File: src/hdl/mbps_pkg.sv
package mbps_pkg;

  // func codes of an input item
  localparam logic FUNC_LOAD = 1'b0;
  localparam logic FUNC_BYTE = 1'b1;

  // per-cycle control of each cell; step and clear go to all cells
  typedef struct packed {
    logic step;   // a region byte is accepted this cycle
    logic clear;  // that byte closes the region
    logic wr;     // this cell's pattern entry is written this cycle
  } cell_ctl_t;

endpackage

File: src/hdl/mbps_cell.sv
module mbps_cell (
  input  logic               clk,
  input  logic               rst_n,
  input  mbps_pkg::cell_ctl_t ctl,
  input  logic [7:0]         wr_byte,
  input  logic               wr_checked,
  input  logic [7:0]         data_byte,
  input  logic               prev_live,
  output logic               live,
  output logic               match_now
);

  logic [7:0] value_r;
  logic       checked_r;
  logic       live_r;
  logic       live_nxt;

  // prefix ending at this position survives if the shorter one lived a byte ago
  assign match_now = prev_live && (!checked_r || (value_r == data_byte));

  always_comb begin
    live_nxt = live_r;
    if (ctl.step) begin
      live_nxt = ctl.clear ? 1'b0 : match_now;
    end
  end

  always_ff @(posedge clk) begin
    if (!rst_n) begin
      live_r <= 1'b0;
    end else begin
      live_r <= live_nxt;
    end
  end

  always_ff @(posedge clk) begin
    if (ctl.wr) begin
      value_r   <= wr_byte;
      checked_r <= wr_checked;
    end
  end

  assign live = live_r;

endmodule

File: src/hdl/masked_byte_pattern_search_unit.sv
// Timing: the edge that accepts a region byte loads its result into the out_valid register.
// Throughput: one item per cycle while in_stall is low, loads and region bytes alike; the
// shift-and cell chain updates every live prefix in parallel on each accepted region byte.
// in_stall is high only while a result waits in the output register and out_stall is high.
// Reset (rst_n, synchronous, active low) clears live prefixes, offset, report flag,
// output valid and sets pattern_length to 1; pattern entries are not reset.
module masked_byte_pattern_search_unit #(
  parameter int PATTERN_MAX  = 256,
  parameter int OFFSET_WIDTH = 32
) (
  input  logic        clk,
  input  logic        rst_n,
  input  logic        in_valid,
  output logic        in_stall,
  input  logic        in_func,
  input  logic [7:0]  in_entry_index,
  input  logic [7:0]  in_entry_byte,
  input  logic        in_entry_checked,
  input  logic [7:0]  in_data_byte,
  input  logic        in_last,
  output logic        out_valid,
  input  logic        out_stall,
  output logic        out_found,
  output logic [31:0] out_match_offset,
  input  logic        cfg_wr_en,
  input  logic [8:0]  cfg_wr_data
);

  localparam int CW = ($clog2(PATTERN_MAX + 1) > 9) ? $clog2(PATTERN_MAX + 1) : 9;
  localparam int MW = (OFFSET_WIDTH > CW) ? OFFSET_WIDTH : CW;

  logic [8:0]              pattern_length_r;
  logic [OFFSET_WIDTH-1:0] offset_r, offset_nxt;
  logic                    reported_r, reported_nxt;
  logic                    out_valid_r, out_valid_nxt;
  logic                    out_found_r;
  logic [31:0]             out_match_offset_r;

  logic in_acc, byte_acc, load_acc;
  logic report, emit, hit;

  logic [CW-1:0] len_ext, len_eff, end_idx;
  logic [MW-1:0] cur_ext, end_ext, start;

  logic [PATTERN_MAX-1:0] live_vec;
  logic [PATTERN_MAX-1:0] match_vec;
  logic [PATTERN_MAX-1:0] end_sel;

  assign in_stall = out_valid_r && out_stall;
  assign in_acc   = in_valid && !in_stall;
  assign byte_acc = in_acc && (in_func == mbps_pkg::FUNC_BYTE);
  assign load_acc = in_acc && (in_func == mbps_pkg::FUNC_LOAD);

  // clamp length to 1..PATTERN_MAX
  always_comb begin
    len_ext = CW'(pattern_length_r);
    len_eff = len_ext;
    if (len_ext == '0) begin
      len_eff = CW'(1);
    end else if (len_ext > CW'(PATTERN_MAX)) begin
      len_eff = CW'(PATTERN_MAX);
    end
    end_idx = len_eff - CW'(1);
  end

  genvar g;
  generate
    for (g = 0; g < PATTERN_MAX; g++) begin : g_cell
      mbps_pkg::cell_ctl_t ctl;
      logic                prev;

      assign ctl.step  = byte_acc;
      assign ctl.clear = in_last;
      assign ctl.wr    = load_acc && (CW'(in_entry_index) == CW'(g));
      assign end_sel[g] = (end_idx == CW'(g));

      if (g == 0) begin : g_head
        assign prev = 1'b1;
      end else begin : g_body
        assign prev = live_vec[g-1];
      end

      mbps_cell u_cell (
        .clk        (clk),
        .rst_n      (rst_n),
        .ctl        (ctl),
        .wr_byte    (in_entry_byte),
        .wr_checked (in_entry_checked),
        .data_byte  (in_data_byte),
        .prev_live  (prev),
        .live       (live_vec[g]),
        .match_now  (match_vec[g])
      );
    end
  endgenerate

  assign hit    = |(match_vec & end_sel);
  assign report = byte_acc && !reported_r && hit;
  assign emit   = report || (byte_acc && in_last && !reported_r);

  always_comb begin
    cur_ext = MW'(offset_r);
    end_ext = MW'(end_idx);
    start   = (cur_ext >= end_ext) ? (cur_ext - end_ext) : '0;
  end

  always_comb begin
    offset_nxt   = offset_r;
    reported_nxt = reported_r;
    if (byte_acc) begin
      if (in_last) begin
        offset_nxt   = '0;
        reported_nxt = 1'b0;
      end else begin
        if (offset_r != '1) begin
          offset_nxt = offset_r + OFFSET_WIDTH'(1);
        end
        reported_nxt = reported_r || report;
      end
    end
  end

  always_comb begin
    out_valid_nxt = out_valid_r;
    if (emit) begin
      out_valid_nxt = 1'b1;
    end else if (!out_stall) begin
      out_valid_nxt = 1'b0;
    end
  end

  always_ff @(posedge clk) begin
    if (!rst_n) begin
      pattern_length_r <= 9'd1;
      offset_r         <= '0;
      reported_r       <= 1'b0;
      out_valid_r      <= 1'b0;
    end else begin
      if (cfg_wr_en) begin
        pattern_length_r <= cfg_wr_data;
      end
      offset_r    <= offset_nxt;
      reported_r  <= reported_nxt;
      out_valid_r <= out_valid_nxt;
    end
  end

  always_ff @(posedge clk) begin
    if (emit) begin
      out_found_r        <= report;
      out_match_offset_r <= report ? 32'(start) : 32'd0;
    end
  end

  assign out_valid        = out_valid_r;
  assign out_found        = out_found_r;
  assign out_match_offset = out_match_offset_r;

  // region end wipes the per-region state
  a_region_clear: assert property (@(posedge clk) disable iff (!rst_n)
    (byte_acc && in_last) |=> (offset_r == '0) && !reported_r)
    else $error("region state not cleared after last byte");

  // a match inside a region blocks further reports
  a_report_sticky: assert property (@(posedge clk) disable iff (!rst_n)
    (report && !in_last) |=> reported_r)
    else $error("report flag not set after match");

  a_once: assert property (@(posedge clk) disable iff (!rst_n)
    (byte_acc && reported_r) |-> !emit)
    else $error("second result in one region");

  // a new result never overwrites one still held
  a_no_overwrite: assert property (@(posedge clk) disable iff (!rst_n)
    emit |-> !(out_valid_r && out_stall))
    else $error("result overwritten while stalled");

endmodule
File: config.mk
export PLATFORM = sky130hd
export DESIGN_NAME = masked_byte_pattern_search_unit
export DESIGN_NICKNAME = d
export VERILOG_FILES = /design/src/hdl/mbps_pkg.sv /design/src/hdl/mbps_cell.sv /design/src/hdl/masked_byte_pattern_search_unit.sv
export SDC_FILE = /design/constraint.sdc
export NUM_CORES = 2
export LEC_CHECK = 0
export BUFFER_PORTS_ARGS = -buffer_cell sky130_fd_sc_hd__buf_2
export CAP_MARGIN = 20
export CORE_AREA = 5 5 562 342
export CTS_BUF_LIST = sky130_fd_sc_hd__clkbuf_8
export DETAILED_ROUTE_END_ITERATION = 6
export DIE_AREA = 0 0 567 347
export GPL_ROUTABILITY_DRIVEN = 0
export PLACE_DENSITY_LB_ADDON = 0.2
export SLEW_MARGIN = 5
export SYNTH_ARGS = -nofsm -noshare
export SYNTH_HDL_FRONTEND = slang
export SYNTH_SLANG_ARGS = --single-unit
File: constraint.sdc
create_clock -name clk -period 10.1 [get_ports clk]
set_input_delay 0 -clock clk [delete_from_list [all_inputs] [get_ports clk]]
set_output_delay 0 -clock clk [all_outputs]
set_load 0.01 [all_outputs]
==> qor.txt <==
Status - finished with violations
Failing checks - DRC
GRT Resource Usage Total - 0.3061
Skew final - 0.04491 ns
Post-CTS Setup Bufs - 0
Worst Path Arrival - 8.42 ns
Post-synthesis register bit count - 2635
Sinks on Clock Net - 2635
MaxCap Viol Count - 0
Top FF cell, synth - edfxtp_1
DIE WIDTH - 567 µm
Global-route wire length before repair - 443.0 mm
Largest net degree at the start of global routing - 144
Initial DRT Pass Iterations - 7
Post-route clock period utilization - 0.7505
Io pins - 76
Commonest cells after routing, fill and taps aside - edfxtp_1, xnor2_1, nand4_1
Synth Warn # - 0
Clock slew at reported path FFs - 0.07 ns
GR Overflow Total - 0
Netlist Area Pre-Place - 0.1110 mm²
DR WL met2 - 130.7 mm
Drt drc - 1
Setup crit end kind - register
VDD IR max - 0.1494 mV
Min Tclk post-route - 7.580 ns
Root Driver - clkbuf_8
Avg Vias per Cell - 6.130
Critical path required time - 10.94 ns
Mean Syn Cell Area - 14.19 µm²
Syn nets - 7876
Worst slew pin tran - 1.253 ns
Die Ht - 347 µm
Setup violators final - 0
Total CTS buffers - 373
Layout Cells excl Fill - 10860
Dpl cells - 10110
Fillers - 13200
Final Slew Violations - 0
Nets - 8116
Post-cts gate resize count - 0
Post-synth EDFFs - 2337
Multi-input logic area - 0.03302 mm²
PwrDens - 172.9 mW/mm²
Hold Crit Class - in -> reg
Worst setup SP type - register
Crit Path Max Fanout - 40
Final hold viol count - 0
Leak - 36.20 nW
Total core area - 0.1862 mm²
WL final - 306.6 mm
Async set-or-reset flop fraction in the synthesized netlist - 0
Port bufs - 75
Final HPWL from detailed placement - 172.8 mm
Wire length per cell - 28.24 µm
Top Metal Used - met5
Crit path kind - reg -> reg
Synth Instances - 7822
CTS tree - done
M1 WL - 128.9 mm
Final TNS setup - 0 ns
RSZ-0062 raised after global routing - false
Row cnt - 123
Share of cells above drive strength 1 - 0.08891
Die area - 0.1967 mm²
Detail Route met3 WL - 39.09 mm
Initial drt markers - 9268
Initial Utilization - 0.5962
CTS H-tree depth - 5
Area Growth Syn to Fin - 9.718%
Initial antenna violation count - 19
Reg area - 0.07614 mm²
Sequential share of the synthesized area - 0.6858
Hold Buf Count CTS - 61
Worst-case clock buffer depth - 4
Synth cell types - 79
Util after Layout - 0.6542
Worst skew pair latency - 0.97 ns
Relative slew slack - 0.1559
Leading cell type in the layout, fill and taps excluded - edfxtp_1
Vias in the first global route - 64210
Detailed-route via count - 66560
Achievable Freq - 131.9 MHz
Post-DRT Antenna Nets - 0
[registers in the layout, indices dropped and copies added (netlist names)]
name,flops
len_ext,9
out_match_offset,32
g_cell.u_cell.live,255
reported_r,1
out_found,1
g_cell.u_cell.value_r,2048
g_cell.u_cell.checked_r,256
cur_ext,32
out_valid,1
[worst paths after layout]
kind	startpoint	endpoint	slack (ns)	cells past startpoint
setup reg to reg	len_ext[2]	out_valid	2.52	17
hold / removal	in_data_byte[1]	g_cell[102].u_cell.live	0.11	8
setup / recovery	len_ext[2]	out_valid	2.52	17
hold reg to reg	g_cell[96].u_cell.live	g_cell[96].u_cell.live	0.51	2
[Yosys cell counts, drive strengths merged (8+ instances only)]
library cell  instances  share of area
edfxtp             2337           0.63
xnor2              2060           0.16
nand4               548          0.031
o21ai               372          0.017
nor2                366          0.012
nand2               354          0.012
dfxtp               298          0.054
buf                 257          0.012
nor2b               182          0.010
clkbuf              171         0.0058
a21oi               161         0.0073
nor3                118         0.0053
nand3               114         0.0051
and2                100         0.0056
o22ai                58         0.0033
xor2                 47         0.0037
a211oi               36         0.0037
a32oi                23         0.0018
o221ai               18         0.0014
or3                  14        0.00079
and3                 13        0.00073
nor4                 13        0.00073
ha                   12         0.0014
a22oi                10        0.00068
inv                  10        0.00034
mux2i                 9        0.00081
a21boi                8        0.00057
nand2b                8        0.00045
[worst max-delay path, cell delays in order (launching register included)]
cell	delay [ns]
dfxtp_1	0.37
nor4_1	0.90
a31oi_1	0.22
or2_2	0.38
ha_1	0.34
xnor2_2	0.19
buf_4	0.49
inv_2	0.40
buf_4	0.37
nand2_1	0.79
o22ai_1	0.25
a222oi_1	0.38
a311oi_1	0.15
a2111o_1	0.42
a2111oi_4	0.34
buf_4	0.56
a41oi_1	0.21
dlygate4sd3_1	0.61
[layout make-up]
| cell class | count | share of cell area |
|---|---|---|
| antenna | 2 | 0.00004108 |
| clock buffer | 404 | 0.04565 |
| clock inverter | 266 | 0.01017 |
| inverter | 13 | 0.0004108 |
| multi-input combinational | 4746 | 0.2710 |
| sequential | 2635 | 0.6251 |
| tap | 2500 | 0.02568 |
| timing repair buffer | 293 | 0.02194 |
[per-layer routing]
metal  global-route usage  up-vias
li1                     -    28810
met4              0.08012        4
met1               0.4603    33240
met2               0.4421     3988
met3              0.08672      519
met5                    0        -
[power breakdown]
group / internal, mW / switching [mW]
clock: 3.81 / 4.00
combinational: 0.421 / 0.960
sequential: 11.9 / 0.0120
[per-stage QoR]
step | power, mW | setup WS, ns | cell area [µm²] | hold slack (ns)
floorplan | 12.91 | 2.881 | 111000 | 0.09887
global placement | 13.41 | 3.385 | 114200 | 0.3321
detailed placement | 13.43 | 3.002 | 114200 | 0.3423
CTS | 21.12 | 2.814 | 121600 | 0.009011
global route | 21.74 | 2.275 | 121800 | 0.1191
finish | 21.07 | 2.520 | 121800 | 0.1085
[cell families (layout without fill, tap and decap cells)]
logic type | Yosys count | count (layout) | share of synthesized area
AOI/OAI and AO/OA | 761 | 761 | 0.04155
xor gates and xnor gates | 2107 | 2107 | 0.1662
adders and majority gates | 15 | 15 | 0.001713
buffers and inverters | 441 | 976 | 0.01774
DFF | 2635 | 2635 | 0.6858
muxes | 11 | 11 | 0.001116
other | 0 | 2 | 0
and+or+nand+nor | 1852 | 1852 | 0.08586
No activity file was read; power rests on OpenSTA's default activity.
